**src/hw/rtl/mspp_pkg.sv**
```systemverilog
package mspp_pkg;

    localparam int POS_W         = 6;
    localparam int LEN_W         = 7;
    localparam int WEIGHT_W      = 32;
    localparam int MAX_CHARS_DEF = 64;
    localparam int QUEUE_DEPTH   = 2;

    localparam logic signed [WEIGHT_W-1:0] UNKNOWN_WEIGHT_RST = -32'sd1310720;
    localparam logic signed [WEIGHT_W-1:0] W_MIN = {1'b1, {(WEIGHT_W-1){1'b0}}};
    localparam logic signed [WEIGHT_W-1:0] W_MAX = {1'b0, {(WEIGHT_W-1){1'b1}}};

    typedef struct packed {
        logic                       in_range;
        logic                       tail_zero;
        logic [POS_W-1:0]           s_pos;
        logic [POS_W-1:0]           nx_pos;
        logic signed [WEIGHT_W-1:0] weight;
        logic [LEN_W-1:0]           span;
        logic                       last;
        logic [LEN_W-1:0]           len;
    } edge_t;

endpackage

```
**src/hw/rtl/mspp_queue.sv**
```systemverilog
module mspp_queue (
    input  logic            clk,
    input  logic            rst_n,
    input  logic            push,
    input  mspp_pkg::edge_t push_word,
    input  logic            pop,
    output mspp_pkg::edge_t head,
    output logic            not_empty,
    output logic            full
);
    import mspp_pkg::*;

    localparam int QW = (QUEUE_DEPTH > 1) ? $clog2(QUEUE_DEPTH) : 1;
    localparam int CW = $clog2(QUEUE_DEPTH + 1);

    edge_t          slot_reg [QUEUE_DEPTH];
    logic [QW-1:0]  wr_ptr_reg;
    logic [QW-1:0]  rd_ptr_reg;
    logic [CW-1:0]  count_reg;
    logic [QW-1:0]  wr_ptr_next;
    logic [QW-1:0]  rd_ptr_next;

    assign head      = slot_reg[rd_ptr_reg];
    assign not_empty = (count_reg != '0);
    assign full      = (count_reg == CW'(QUEUE_DEPTH));

    always_comb
    begin
        wr_ptr_next = (wr_ptr_reg == QW'(QUEUE_DEPTH - 1)) ? '0 : wr_ptr_reg + QW'(1);
        rd_ptr_next = (rd_ptr_reg == QW'(QUEUE_DEPTH - 1)) ? '0 : rd_ptr_reg + QW'(1);
    end

    always_ff @(posedge clk)
    begin
        if (push)
        begin
            slot_reg[wr_ptr_reg] <= push_word;
        end
    end

    always_ff @(posedge clk or negedge rst_n)
    begin
        if (!rst_n)
        begin
            wr_ptr_reg <= '0;
            rd_ptr_reg <= '0;
            count_reg  <= '0;
        end
        else
        begin
            if (push)
            begin
                wr_ptr_reg <= wr_ptr_next;
            end
            if (pop)
            begin
                rd_ptr_reg <= rd_ptr_next;
            end
            if (push && !pop)
            begin
                count_reg <= count_reg + CW'(1);
            end
            else if (pop && !push)
            begin
                count_reg <= count_reg - CW'(1);
            end
        end
    end

endmodule

```
**config.mk**
```make
export PLATFORM = sky130hd
export DESIGN_NAME = mspp_queue
export DESIGN_NICKNAME = d
export VERILOG_FILES = /design/src/hw/rtl/mspp_pkg.sv /design/src/hw/rtl/mspp_queue.sv
export SDC_FILE = /design/constraint.sdc
export NUM_CORES = 1
export LEC_CHECK = 0
export BUFFER_PORTS_ARGS = -buffer_cell sky130_fd_sc_hd__buf_4
export CAP_MARGIN = 5
export CORE_ASPECT_RATIO = 1.2
export CORE_MARGIN = 10
export CORE_UTILIZATION = 55
export CTS_CLUSTER_SIZE = 14
export DETAILED_ROUTE_END_ITERATION = 16
export PLACE_DENSITY = 0.89
export SYNTH_ARGS = -nofsm -noshare
export SYNTH_HDL_FRONTEND = slang
export SYNTH_SLANG_ARGS = --single-unit
```
**constraint.sdc**
```tcl
create_clock -name clk -period 6.2 [get_ports clk]
set_input_delay 0.62 -clock clk [delete_from_list [all_inputs] [get_ports clk]]
set_output_delay 0.62 -clock clk [all_outputs]
set_load 0.02 [all_outputs]
```
Word level (Yosys, flattened, before mapping)

Memories as Yosys holds them, arrays and structs flattened.
Cells that the tools add are included.

Word-level logic and storage cells: 21
Memories kept: 1
Register bits after elaboration: 4
Bits in writable memories: 122
Output and inout bits: 63

Memories:

| memory   | words | width | rd ports | clocked after memory_dff | write ports | line             | source |
|---|---|---|---|---|---|---|---|
| slot_reg | 2     | 61    | 1        | 0                        | 1           | mspp_queue.sv:16 | `edge_t slot_reg [QUEUE_DEPTH];` |

Muxes and demuxes: 6
Eq/ne operators: 1
Reductions and logical operators: 6
Add/subtract/negate cells: 4

Operator list:

| cell                | number |
|---|---|
| $mux 1              | 4 |
| $mux 2              | 2 |
| $reduce_bool 2->1   | 2 |
| $add 1x1->1 const B | 2 |
| $add 2x1->2 const B | 1 |
| $eq 2x2->1 const B  | 1 |
| $logic_and 1x1->1   | 2 |
| $logic_not 1->1     | 2 |
| $sub 2x1->2 const B | 1 |

Logic depth before layout (Yosys ltp)

Depth after elaboration: 4
Depth in mapped cells: 5
Depth with buffers taken out: 5

Worst setup path before layout

Ideal clock, no wire load.

Path kind: in2reg
Start: input port push
End: memory slot_reg[0][0] (netlist bit), enable pin
Cell stages on the path: 1
Arrival: 3.306 ns
Setup slack: 2.406 ns
Data required time: 5.713 ns
Path through: nor2b_1

Word-level cells in the longest chain between the ends: 2

Ends and longest elaborated chain:

| element                      | line             | source |
|---|---|---|
| start, declared              | mspp_queue.sv:4  | `input logic push,` |
| $mux 1                       | mspp_queue.sv:35 | `if (push)` |
| $mux 1 (implied by the code) | mspp_queue.sv:37 | `slot_reg[wr_ptr_reg] <= push_word;` |
| end, declared                | mspp_queue.sv:16 |  |

No other way between the ends.

==> impl_metrics.tcl <==
set metrics [dict create \
    fmax_ghz 0.3433 \
    cts_setup_buffers 0 \
    synth_top_family_by_area "multiplexers" \
    num_rows 37 \
    setup-tns-final_ns 0 \
    cts.clk_slew.worst_paths_ns 0.05 \
    numCtsBuffers 17 \
    synth_cells 206 \
    place_worst_setup_slack_ns 3.798 \
    n_antenna_cell 0 \
    drive_gt1_share_pct 61.50 \
    synth-compound-area-share_pct 0 \
    setup_violations 0 \
    antenna_found_initial 0 \
    drc 0 \
    avgSynthCellArea_um2 23.75 \
    ant_nets 0 \
    grtUsageMet1_pct 13.70 \
    grt-ovfl-total 0 \
    syn_area_um2 4892 \
    worst-path-buf-inv 1 \
    crit_family "flip-flops" \
    syn2layout_area_growth_pct 32.25 \
    clock_path_buffers 2 \
    cts_tree "yes" \
    whs_ns 0.3004 \
    synth.distinct_cells 14 \
    irDropWorstVdd_mv 0.3779 \
    viasPerCell 4.969 \
    clk-insertion-delay-late_ns 0.50 \
    numPortBuffers 127 \
    hold_depth 1 \
    period_minus_slack_ns 2.913 \
    die_y_um 123.3 \
    die-area_um2 13080 \
    first_global_vias 2613 \
    r2r_start "wr_ptr_reg" \
    ys_seq_area_share_pct 76.93 \
    synth.area.mux_share_pct 18.57 \
    slew_headroom_pct 25.18 \
    final_cell_mix "129 x buf_4, 122 x edfxtp_1, 59 x mux2_4" \
    dr.pass1.iters 6 \
    largest_reg_flops 122 \
    hold_path.class "input port to flop" \
    mostFrequentLayoutCell "buf_4" \
    p_leak_uw 0.002640 \
    yosys_register_bits 126 \
    rsz0062_at_grt "false" \
    reg2reg_slack_ns 4.24 \
    slew_viol_final 0 \
    p_per_area_nw_per_um2 497.6 \
    stdcell_area_um2 6470 \
    critPathCaptureType "primary output" \
    start_util_pct 56.81 \
    finalClockSkew_ns 0.006497 \
    met3_usage_pct 6.611 \
    hold_end "slot_reg[1][20]" \
    start_kind "flop" \
    grt_start_max_net_pins 63 \
    setup_slack_ns 3.287 \
    nets 414 \
    slowest_stage "dfrtp_4" \
    ios 128 \
    synth-simple-area-share_pct 0.5882 \
    htree_levels 4 \
    fin_crit_sh_pct 46.98 \
    synth_nets 272 \
    wirelength_um 9160 \
    cp_data_required_time_ns 5.58 \
    ys_warn_count 0 \
    final_util_pct 75.14 \
    wl_per_cell_um 19.16 \
    r2r-end "slot_reg[0][36]" \
    vias 2375 \
    tightestPinTransition_ns 1.122 \
    cap_violations 0 \
    worstHoldStart "push_word[20]" \
    slowest_delay_ns 1.17 \
    status "completed" \
    clock_sinks 126 \
    worstPathCellList "mux2_2 -> buf_4" \
    cts_root_buffer "clkbuf_8" \
    hold_viol 0 \
    grt_pass1_wl_um 13630 \
    met2_usage_pct 24.54 \
    die_w_um 106.1 \
    path_class "flop to primary output" \
    drt-initial-drc-count 113 \
    synth-xor-area-share_pct 0.8951 \
    gp_congestion 0.6686 \
    arrival_ns 2.29 \
    placed_cell_area_um2 5888 \
    core-area_um2 8611 \
    synthAdderAreaFrac_pct 0.2558 \
    crit_fanout 62 \
    ff2ff_path_depth 2 \
    grt.busiest_layer "met2" \
    track_usage_pct 14.04 \
]
==> metrics by stage <==
stage          std cells  total power [µW]
2_1_floorplan        206              2013
3_3_place_gp         445              2304
3_5_place_dp         445              2338
4_1_cts              478              3264
5_1_grt              478              3364
6_report             478              3220
==> kinds of logic (layout without fill, tap and decap cells) <==
| family | count (synthesis) | in the layout |
|---|---|---|
| adders and majority gates | 1 | 1 |
| DFF | 126 | 126 |
| buffers and inverters | 8 | 163 |
| muxes | 61 | 61 |
| and+or+nand+nor | 5 | 5 |
| xor gates and xnor gates | 5 | 5 |
==> how the worst max path moves through the flow <==
stage	startpoint	end	slack [ns]	depth (start not counted)
after floorplan	push	slot_reg[0][0]	2.41	1
after global placement	rd_ptr_reg	head[41]	3.82	2
after detailed placement	rd_ptr_reg	head[41]	3.80	2
after CTS	rd_ptr_reg	head[41]	3.25	2
after global routing	rd_ptr_reg	head[41]	3.14	2
final	rd_ptr_reg	head[41]	3.29	2
==> what timing repair did <==
action / CTS / global route
gates resized for setup: 0 / 0
hold buffers: 1 / 0
endpoints found under the hold margin: 4 / 0
==> synth_stat cells, drive strengths merged <==
master    n  area share, %
and2      1           0.13
buf       7            2.7
nor2b     2           0.26
xor2      4           0.72
or2       1           0.13
xnor2     1           0.18
dfrtp     4            2.0
nor2      1          0.077
inv       1          0.077
mux2     61             19
ha        1           0.26
edfxtp  122             75
==> routing by layer <==
metal	share of wire, %	up-vias
li1	-	1096
met1	35	1177
met2	55	94
met3	8.2	8
met4	1.3	0
met5	0	-
==> layout make-up <==
cell class / count / area [µm²]
flip-flops and latches: 126 / 3767
fillers: 518 / 2141
multi-input cells: 72 / 1002
repair buffers: 130 / 978.4
clock buffers: 25 / 484.2
well taps: 117 / 146.4
clock inverters: 7 / 87.58
inverters: 1 / 3.754
==> power breakdown <==
part / switching [µW] / leakage [µW] / internal (µW)
Combinational: 461 / 0.00117 / 549
Sequential: 156 / 0.00119 / 1130
Clock: 308 / 0.000282 / 611
Power figures use the tool's default switching activity.
