**config.mk**
```make
export PLATFORM = sky130hd
export DESIGN_NAME = mspp_front
export DESIGN_NICKNAME = d
export VERILOG_FILES = /design/src/hw/rtl/mspp_pkg.sv /design/src/hw/rtl/mspp_front.sv
export SDC_FILE = /design/constraint.sdc
export NUM_CORES = 1
export LEC_CHECK = 0
export BUFFER_PORTS_ARGS = -buffer_cell sky130_fd_sc_hd__buf_2
export CELL_PAD_IN_SITES_DETAIL_PLACEMENT = 1
export CELL_PAD_IN_SITES_GLOBAL_PLACEMENT = 1
export CORE_MARGIN = 4
export CORE_UTILIZATION = 30
export CTS_BUF_LIST = sky130_fd_sc_hd__clkbuf_4
export CTS_CLUSTER_SIZE = 12
export DETAILED_ROUTE_END_ITERATION = 8
export HOLD_SLACK_MARGIN = 0.08
export PLACE_DENSITY_LB_ADDON = 0.1
export SETUP_SLACK_MARGIN = 0.2
export SLEW_MARGIN = 20
export SYNTH_ARGS = -nofsm -noshare
export SYNTH_HDL_FRONTEND = slang
export SYNTH_SLANG_ARGS = --single-unit
```
**constraint.sdc**
```tcl
create_clock -name clk -period 2.73 [get_ports clk]
set_clock_uncertainty 0.2 [all_clocks]
set_input_delay 0.4095 -clock clk [delete_from_list [all_inputs] [get_ports clk]]
set_output_delay 0.4095 -clock clk [all_outputs]
set_load 0.05 [all_outputs]
```
**src/hw/rtl/mspp_pkg.sv**
```systemverilog
package mspp_pkg;

    localparam int POS_W         = 6;
    localparam int LEN_W         = 7;
    localparam int WEIGHT_W      = 32;
    localparam int MAX_CHARS_DEF = 64;
    localparam int QUEUE_DEPTH   = 2;

    localparam logic signed [WEIGHT_W-1:0] UNKNOWN_WEIGHT_RST = -32'sd1310720;
    localparam logic signed [WEIGHT_W-1:0] W_MIN = {1'b1, {(WEIGHT_W-1){1'b0}}};
    localparam logic signed [WEIGHT_W-1:0] W_MAX = {1'b0, {(WEIGHT_W-1){1'b1}}};

    typedef struct packed {
        logic                       in_range;
        logic                       tail_zero;
        logic [POS_W-1:0]           s_pos;
        logic [POS_W-1:0]           nx_pos;
        logic signed [WEIGHT_W-1:0] weight;
        logic [LEN_W-1:0]           span;
        logic                       last;
        logic [LEN_W-1:0]           len;
    } edge_t;

endpackage

```
**src/hw/rtl/mspp_front.sv**
```systemverilog
module mspp_front #(
    parameter int MAX_CHARS = mspp_pkg::MAX_CHARS_DEF
) (
    input  logic                                   clk,
    input  logic                                   rst_n,
    input  logic                                   start,
    input  logic                                   queue_full,
    input  logic [mspp_pkg::POS_W-1:0]             start_pos,
    input  logic [mspp_pkg::POS_W-1:0]             end_pos,
    input  logic signed [mspp_pkg::WEIGHT_W-1:0]   word_weight,
    input  logic                                   in_dictionary,
    input  logic [mspp_pkg::LEN_W-1:0]             sentence_length,
    input  logic                                   last_edge,
    input  logic                                   cfg_valid,
    output logic                                   cfg_ready,
    input  logic signed [mspp_pkg::WEIGHT_W-1:0]   cfg_data,
    output logic                                   push,
    output mspp_pkg::edge_t                        push_word
);
    import mspp_pkg::*;

    localparam logic [LEN_W-1:0] MAX_LEN = LEN_W'(MAX_CHARS);

    logic signed [WEIGHT_W-1:0] unknown_reg;
    logic [LEN_W-1:0]           len;
    logic [LEN_W-1:0]           s_ext;
    logic [LEN_W-1:0]           e_ext;
    logic [LEN_W-1:0]           nx;

    assign cfg_ready = 1'b1;
    assign push      = start && !queue_full;

    always_ff @(posedge clk or negedge rst_n)
    begin
        if (!rst_n)
        begin
            unknown_reg <= UNKNOWN_WEIGHT_RST;
        end
        else if (cfg_valid && cfg_ready)
        begin
            unknown_reg <= cfg_data;
        end
    end

    always_comb
    begin
        if (sentence_length > MAX_LEN)
        begin
            len = MAX_LEN;
        end
        else if (sentence_length == '0)
        begin
            len = LEN_W'(1);
        end
        else
        begin
            len = sentence_length;
        end
        s_ext = {1'b0, start_pos};
        e_ext = {1'b0, end_pos};
        nx    = e_ext + LEN_W'(1);

        push_word.in_range  = (s_ext < len) && (e_ext >= s_ext) && (e_ext < len);
        push_word.tail_zero = (nx >= len);
        push_word.s_pos     = start_pos;
        push_word.nx_pos    = nx[POS_W-1:0];
        push_word.weight    = in_dictionary ? word_weight : unknown_reg;
        push_word.span      = in_dictionary ? (nx - s_ext) : '0;
        push_word.last      = last_edge;
        push_word.len       = len;
    end

endmodule

```
# == Yosys cells after proc, flatten, opt, wreduce, memory -nomap -nowiden ==
# Cells that the tools add are included.
# word_totals
regBits,32
output_inout_bits,63
input_bits,90
word_cells,17
# op_classes
add_sub_neg,2
mux,4
order_cmp,5
n_reduce_logical,5
# op_table
cell,count
32-bit two-way mux,1
7-bit two-way mux,3
6-bit by 7-bit less-than comparator with 1-bit output,2
6-bit by 1-bit adder with 7-bit output (second input constant),1
7-bit greater-or-equal comparator,1
7-bit greater-than comparator (second input constant),1
7-bit logical NOT,1
7-bit by 6-bit subtractor with 7-bit output,1
6-bit greater-or-equal comparator,1
1-bit logical AND,3
1-bit logical NOT,1

# == Logic depth before layout (Yosys ltp) ==
# Gate-level depths: netlist of run 1.
# logic_depth
depth_word,6
mapped_depth,9

# == Least setup slack after synthesis of run 1 ==
# No wires, ideal clock.
# synth_path
path_type,input to output
startpoint,in end_pos[0] (netlist name)
endpoint,out push_word[13] (netlist name)
required_ns,2.121
t_arrival_ns,3.899
stages,5
n_path_buf,0
path_slack_ns,-1.779
cell_sequence,ha_1 nand3_1 xnor2_1 ha_1 o311ai_0
# synth_rtl
item,line,text
start: declaration,mspp_front.sv:9,"input logic [mspp_pkg::POS_W-1:0] end_pos,"
end: declaration,mspp_front.sv:18,output mspp_pkg::edge_t push_word

==> results of run 1 <==
## layer usage
layer | part of all wire (%) | routed length, µm | track usage [%] | up-vias
li1 | - | - | - | 1219
met1 | 41 | 3590 | 21.5 | 1188
met2 | 51 | 4480 | 31.3 | 83
met3 | 7.0 | 609 | 4.57 | 8
met4 | 0.86 | 75 | 3.11 | 0
met5 | 0 | 0 | 0 | -
## where the power goes
part / total [mW] / switching (mW) / internal [mW]
combinational: 1.04 / 0.606 / 0.437
sequential: 0.559 / 0.0238 / 0.536
clock: 0.262 / 0.156 / 0.105
## repair_timing
| item | 4_1_cts | 5_1_grt |
|---|---|---|
| hold endpoints to repair | 19 | 0 |
| pin swaps | 36 | 9 |
| buffers inserted | 6 | 0 |
| setup endpoints to repair | 6 | 6 |
| hold buffers | 1 | 0 |
| resized for setup | 87 | 18 |
| cloned | 0 | 0 |
## layout make-up
type / count / area (µm²)
well taps: 105 / 131
multi-input cells: 171 / 2170
flip-flops and latches: 32 / 817
clock buffers: 6 / 45.0
inverters: 15 / 62.6
clock inverters: 2 / 7.51
repair buffers: 196 / 1250
fillers: 940 / 3820
## worst max-delay path: stages
cell and delay, ns:
sky130_fd_sc_hd__buf_8 0.08, sky130_fd_sc_hd__buf_4 0.13, sky130_fd_sc_hd__nand3_4 0.09, sky130_fd_sc_hd__xnor2_4 0.18
sky130_fd_sc_hd__ha_4 0.24, sky130_fd_sc_hd__o21ai_4 0.14, sky130_fd_sc_hd__a21oi_4 0.05, sky130_fd_sc_hd__o21a_1 0.20
sky130_fd_sc_hd__o21a_1 0.19, sky130_fd_sc_hd__o21a_4 0.21, sky130_fd_sc_hd__buf_8 0.14
## how the worst max path moves through the flow
stage	startpoint	endpoint	cells after the start
2_1_floorplan	end_pos[1]	push_word[14]	9
3_3_place_gp	end_pos[1]	push_word[14]	10
3_5_place_dp	end_pos[1]	push_word[14]	10
4_1_cts	end_pos[1]	push_word[14]	10
5_1_grt	end_pos[1]	push_word[14]	10
6_report	end_pos[0]	push_word[14]	11
## cells in the mapped netlist (3+ instances only)
library cell / n / share of area (%)
sky130_fd_sc_hd__a21oi_1: 7 / 1.4
sky130_fd_sc_hd__and3_1: 4 / 0.97
sky130_fd_sc_hd__buf_2: 6 / 1.2
sky130_fd_sc_hd__buf_4: 8 / 2.3
sky130_fd_sc_hd__clkbuf_1: 3 / 0.44
sky130_fd_sc_hd__dfrtp_1: 19 / 18
sky130_fd_sc_hd__dfstp_2: 13 / 13
sky130_fd_sc_hd__ha_1: 31 / 15
sky130_fd_sc_hd__inv_1: 14 / 2.0
sky130_fd_sc_hd__mux2_2: 62 / 27
sky130_fd_sc_hd__nand2_1: 9 / 1.3
sky130_fd_sc_hd__nand3_1: 3 / 0.58
sky130_fd_sc_hd__nor2_1: 4 / 0.58
sky130_fd_sc_hd__nor2b_1: 4 / 0.97
sky130_fd_sc_hd__nor3_1: 4 / 0.78
sky130_fd_sc_hd__nor3b_1: 3 / 0.88
sky130_fd_sc_hd__o21a_1: 4 / 1.2
sky130_fd_sc_hd__o21ai_0: 8 / 1.6
sky130_fd_sc_hd__xnor2_1: 3 / 1.0
## cells in the final DEF (no fill, tap or decap), drive strengths merged, types with 5 or more instances in the layout
cell	Yosys	final
a21oi	7	7
buf	14	195
clkbuf	3	6
dfrtp	19	19
dfstp	13	13
ha	31	31
inv	15	14
mux2	64	64
nand2	9	9
nor2b	5	5
o21ai	8	8
## kinds of logic after synthesis
logic type | synth area share (%)
muxes | 28.4
and+or+nand+nor | 7.83
adders and majority gates | 15.9
AOI/OAI and AO/OA | 8.51
DFF | 31.8
buffers and inverters | 6.13
xor gates and xnor gates | 1.36
other | 0.146
## stage by stage
step / setup slack [ns] / hold WS [ns] / total power, mW / instance area, µm²
floorplan: -0.00490 / -0.0861 / 1.18 / 2780
global placement: -0.231 / 0.270 / 1.44 / 3870
detailed placement: -0.245 / 0.295 / 1.46 / 3870
CTS: 0.0125 / 0.0870 / 1.85 / 4400
global route: -0.000559 / 0.0834 / 1.99 / 4480
finish: 0.0497 / 0.104 / 1.86 / 4480
==> summary.txt, run 1 <==
===========================================================================
Final Net Count                                                         543
Aggregate global routing overflow                                         0
Final antenna-violating net count                                         0
Final std cells w/o fill                                                527
Final Hold Fails                                                          0
Detailed-route wire length                                          8750 µm
Leakage                                                             2.12 nW
Area enclosed by the die boundary                                10,100 µm²
Layout cell share with drive strength beyond 1                        81.0%
Headroom to the max-slew limit                                        51.0%
Largest vdd supply drop                                          0.000258 V
Result of the run                                              finished, final reports clean
Slew of the pin with the lowest slew margin                        0.734 ns
Worst-skew pair later-pin latency                                   0.32 ns
Area growth, synth to finish                                          74.0%
Arrival time at the worst endpoint                                  2.07 ns
I/O Buffers                                                             149
Sort of element at the end of the critical path                primary output
FFs w/ async S/R, synth                                                100%
Number of cells produced by synthesis                                   235
Capture endpoint of the worst hold path                        unknown_reg[5]$_DFFE_PN0P_
Number of flip-flops under the largest register name                     32
Crit path launch type                                          primary input
R2r endpoint                                                   unknown_reg[4]$_DFFE_PN0P_
Flops & latches, synth                                                   32
Floorplan row count                                                      33
Number of flops mapped to enable cells by yosys                           0
Total I/O pin count                                                     153
MaxCap Viol Count                                                         0
Cell depth of the worst flop-to-flop path                                 1
Pwr Density                                                      417 nW/µm²
Half-perimeter wire length after detailed placement                 6850 µm
Crit path max fanout                                                      3
First-pass GRT wire length                                        14,200 µm
Average via count per standard cell                                    4.74
Final count of pins violating max slew                                    0
Number of failing setup endpoints in the final timing report              0
TritonCTS Sinks                                                          32
Antenna diode count                                                       0
Routed wire length per instance                                     16.6 µm
Std-Cell Core Area                                                 8300 µm²
Tot GR Track Use                                                      17.6%
Top FF cell, synth                                             sky130_fd_sc_hd__dfrtp_1
Total via count after detailed routing                                2,498
Part of the Yosys area used for sequential elements                   31.8%
Number of iterations in the first detailed-routing pass                   3
Syn_nets                                                                357
Cell depth of the worst min-delay path                                    2
Yosys cell types                                                         41
H-Tree Depth                                                              2
Required time of the critical path                                  2.12 ns
Die extent in y                                                      101 µm
Final critical-path share of the clock period                         98.2%
Worst R2R Setup Slack                                               1.75 ns
CTS tree                                                              built
Setup repair after global routing missed its margin                     yes
Hold Startpoint                                                 cfg_data[5]
Setup TNS                                                              0 ns
Origin of the critical flop-to-flop path                       unknown_reg[4]$_DFFE_PN0P_
1st-iter DRT viols                                                       39
Residual DRC                                                              0
Netlist area before placement                                      2570 µm²
Clock Pin Slew Worst Setup and Hold Paths                           0.10 ns
CTS max path bufs                                                         2
Starting density of the core                                          31.0%
Achievable clock frequency                                          373 MHz
Routability congestion estimate from global placement                 0.772
Average instance area after synthesis                              10.9 µm²
Largest net degree at the start of global routing                        33
Vias in the first global route                                        2,883
Die Width                                                            101 µm
Initial antenna violation count                                           0
Root buffer cell                                               sky130_fd_sc_hd__clkbuf_4
Class of the tightest hold or removal check                    primary input to flop
Clock period minus final worst setup slack                          2.68 ns
Cell count after placement                                              512
Number of warnings reported in the yosys synthesis log                    0
Final design utilization                                              53.9%
Worst setup path category                                      primary input to primary output
Clock buffer count from CTS                                               5
===========================================================================
Note: power is estimated with default switching activity, not from simulation.
==> run 2: changes to the inputs <==
Settings changed: HOLD_SLACK_MARGIN 0.08 to 0.06, PLACE_DENSITY from default to 0.82, PLACE_DENSITY_LB_ADDON 0.1 to default.
==> run 2 against run 1 <==
- the flow now finishes with violations (setup timing)
- non-clock buffer count shrank 3
- clock power increased by 39%
- design area increased by 0.45%
- wire length rose by 19%
- hold slack got worse by 0.011 ns
- critical path type unchanged
==> summary.txt, run 2 (same netlist as run 1, synthesis figures left out) <==
============================================================================
Total via count after detailed routing                                 2,611   +4.5%
Worst-skew pair later-pin latency                                    0.33 ns   about the same
Violations in the final reports                                 setup timing
Class of the tightest hold or removal check                     primary input to flop
Post-route design area                                              4500 µm²   +0.45%
Power share of the combinational group                                 53.9%   -2.1 points
Area enclosed by the die boundary                                 10,100 µm²   unchanged
Achievable clock frequency                                           358 MHz   -4.1%
Setup repair after global routing missed its margin                      yes
Layout cell share with drive strength beyond 1                         81.1%   +0.10 points
Number of failing setup endpoints in the final timing report               1   +1
Die Width                                                             101 µm   unchanged
Clock Pin Slew Worst Setup and Hold Paths                            0.11 ns   about the same
Setup TNS                                                         -0.0647 ns   -0.0647 ns
Net Sw Power                                                        0.830 mW   +5.6%
Final setup slack of the worst path                               -0.0647 ns   -0.114 ns
Hold Startpoint                                                  cfg_data[4]
Aggregate global routing overflow                                          0   unchanged
First-pass GRT wire length                                         14,800 µm   +4.7%
Largest vdd supply drop                                           0.000291 V   +13%
Routed wire length per instance                                      19.9 µm   +20%
Crit path max fanout                                                       2   -1
Worst Setup Slack post-DPL                                         -0.278 ns   -0.0325 ns
Clock buffer count from CTS                                                5   unchanged
Clock share of power                                                   18.2%   +4.2 points
Routability congestion estimate from global placement                  0.785   +1.6%
Vias in the first global route                                         2,899   +0.55%
Most common library cell in the layout ignoring fill and taps   sky130_fd_sc_hd__buf_2
Final antenna-violating net count                                          0   unchanged
Detailed-route wire length                                         10,400 µm   +19%
Die extent in y                                                       101 µm   unchanged
Largest net degree at the start of global routing                         33   unchanged
Final critical-path share of the clock period                           102%   +4.2 points
Result of the run                                               finished with violations
Top library cells by usage in the layout, fill and taps aside   sky130_fd_sc_hd__buf_2 (133), sky130_fd_sc_hd__mux2_2 (62), sky130_fd_sc_hd__buf_4 (34)
Internal power contribution                                          1.18 mW   +9.2%
Total power after layout                                             2.01 mW   +7.7%
TritonCTS Sinks                                                           32   unchanged
Worst R2R Setup Slack                                                1.75 ns   about the same
Slew of the pin with the lowest slew margin                         0.722 ns   -0.0121 ns
Crit path launch type                                           primary input
Worst setup path category                                       primary input to primary output
Pwr Density                                                       446 nW/µm²   +7.2%
Number of iterations in the first detailed-routing pass                    4   +1
Residual DRC                                                               0   unchanged
Cell depth of the worst min-delay path                                     2   unchanged
Capture endpoint of the worst hold path                         unknown_reg[4]$_DFFE_PN0P_
Area growth, synth to finish                                           74.8%
Floorplan row count                                                       33   unchanged
Arrival time at the worst endpoint                                   2.19 ns   +0.12 ns
Clock period minus final worst setup slack                           2.79 ns   +0.114 ns
Sort of element at the end of the critical path                 primary output
Initial antenna violation count                                            0   unchanged
Tot GR Track Use                                                       18.8%   +1.2 points
Final Hold Fails                                                           0   unchanged
Switching power share of the total                                     41.4%   -0.82 points
1st-iter DRT viols                                                        26   -33%
Final count of pins violating max slew                                     0   unchanged
Origin of the critical flop-to-flop path                        unknown_reg[5]$_DFFE_PN0P_
CTS max path bufs                                                          2   unchanged
Half-perimeter wire length after detailed placement                  7070 µm   +3.3%
I/O Buffers                                                              149   unchanged
Starting density of the core                                           31.0%   unchanged
H-Tree Depth                                                               2   unchanged
MaxCap Viol Count                                                          0   unchanged
Total I/O pin count                                                      153   unchanged
Root buffer cell                                                sky130_fd_sc_hd__clkbuf_4
Antenna diode count                                                        0   unchanged
Average via count per standard cell                                     4.98   +5.1%
R2r endpoint                                                    unknown_reg[5]$_DFFE_PN0P_
Std-Cell Core Area                                                  8300 µm²   unchanged
Headroom to the max-slew limit                                         51.9%   +0.81 points
Post-Place Cell Area                                                3830 µm²   -1.1%
Cell depth of the worst flop-to-flop path                                  1   unchanged
CTS tree                                                               built
Leakage                                                              2.11 nW   -0.68%
Final Net Count                                                          540   -0.55%
Fraction of power consumed by sequential logic                         28.0%   -2.0 points
Number of flip-flops under the largest register name                      32   unchanged
Required time of the critical path                                   2.12 ns   about the same
============================================================================
[run 2: layer usage]
metal	vias to the layer above	part of all wire [%]	track usage (%)
met5	-	0	0
met4	0	2.8	7.46
met3	18	7.5	4.43
met2	137	54	36.4
met1	1252	35	19.1
li1	1204	-	-
[run 2: how the worst max path moves through the flow]
stage	start	end	slack, ns	cells after the start
after detailed placement	end_pos[1]	push_word[14]	-0.28	10
after global routing	sentence_length[2]	push_word[60]	-0.11	10
final	sentence_length[3]	push_word[60]	-0.06	10
after global placement	end_pos[1]	push_word[14]	-0.19	10
after CTS	end_pos[1]	push_word[14]	-0.03	10
after floorplan	end_pos[1]	push_word[14]	-0.005	9
[run 2: critical path, cell delays in order]
cell	delay, ns
sky130_fd_sc_hd__clkbuf_4	0.16
sky130_fd_sc_hd__nor3_4	0.16
sky130_fd_sc_hd__a22o_4	0.17
sky130_fd_sc_hd__ha_4	0.15
sky130_fd_sc_hd__nor2b_4	0.04
sky130_fd_sc_hd__o31ai_4	0.17
sky130_fd_sc_hd__a21oi_2	0.11
sky130_fd_sc_hd__a2111oi_4	0.35
sky130_fd_sc_hd__o221a_2	0.30
sky130_fd_sc_hd__buf_8	0.16
[run 2: cell type report]
cell class,count,area (µm²)
Tap cell,105,131
Timing Repair Buffer,193,1250
Sequential cell,32,817
Clock inverter,3,42.5
Clock buffer,5,37.5
Inverter,15,67.6
Fill cell,900,3800
Multi-Input combinational cell,171,2150
[run 2: metrics by stage]
stage          instances  hold slack [ns]  utilization, %
3_5_place_dp         506            0.284            46.1
5_1_grt              524           0.0610            54.2
4_1_cts              519           0.0697            51.2
6_report             524           0.0933            54.2
3_3_place_gp         506            0.273            46.1
2_1_floorplan        235          -0.0861               -
[run 2: power by group through the flow]
stage	registers, mW	clock network (mW)	logic (mW)
after CTS	0.563	0.382	0.986
after detailed placement	0.570	0	0.890
after floorplan	0.559	0	0.621
after global placement	0.568	0	0.865
final	0.562	0.365	1.08
after global routing	0.569	0.402	1.14
[run 2: timing repair]
| action | 4_1_cts | 5_1_grt |
|---|---|---|
| buffers inserted | 4 | 5 |
| gates resized for setup | 70 | 40 |
| hold buffers | 1 | 0 |
| hold endpoints to repair | 19 | 0 |
| setup endpoints to repair | 7 | 7 |
| pin swaps | 27 | 18 |
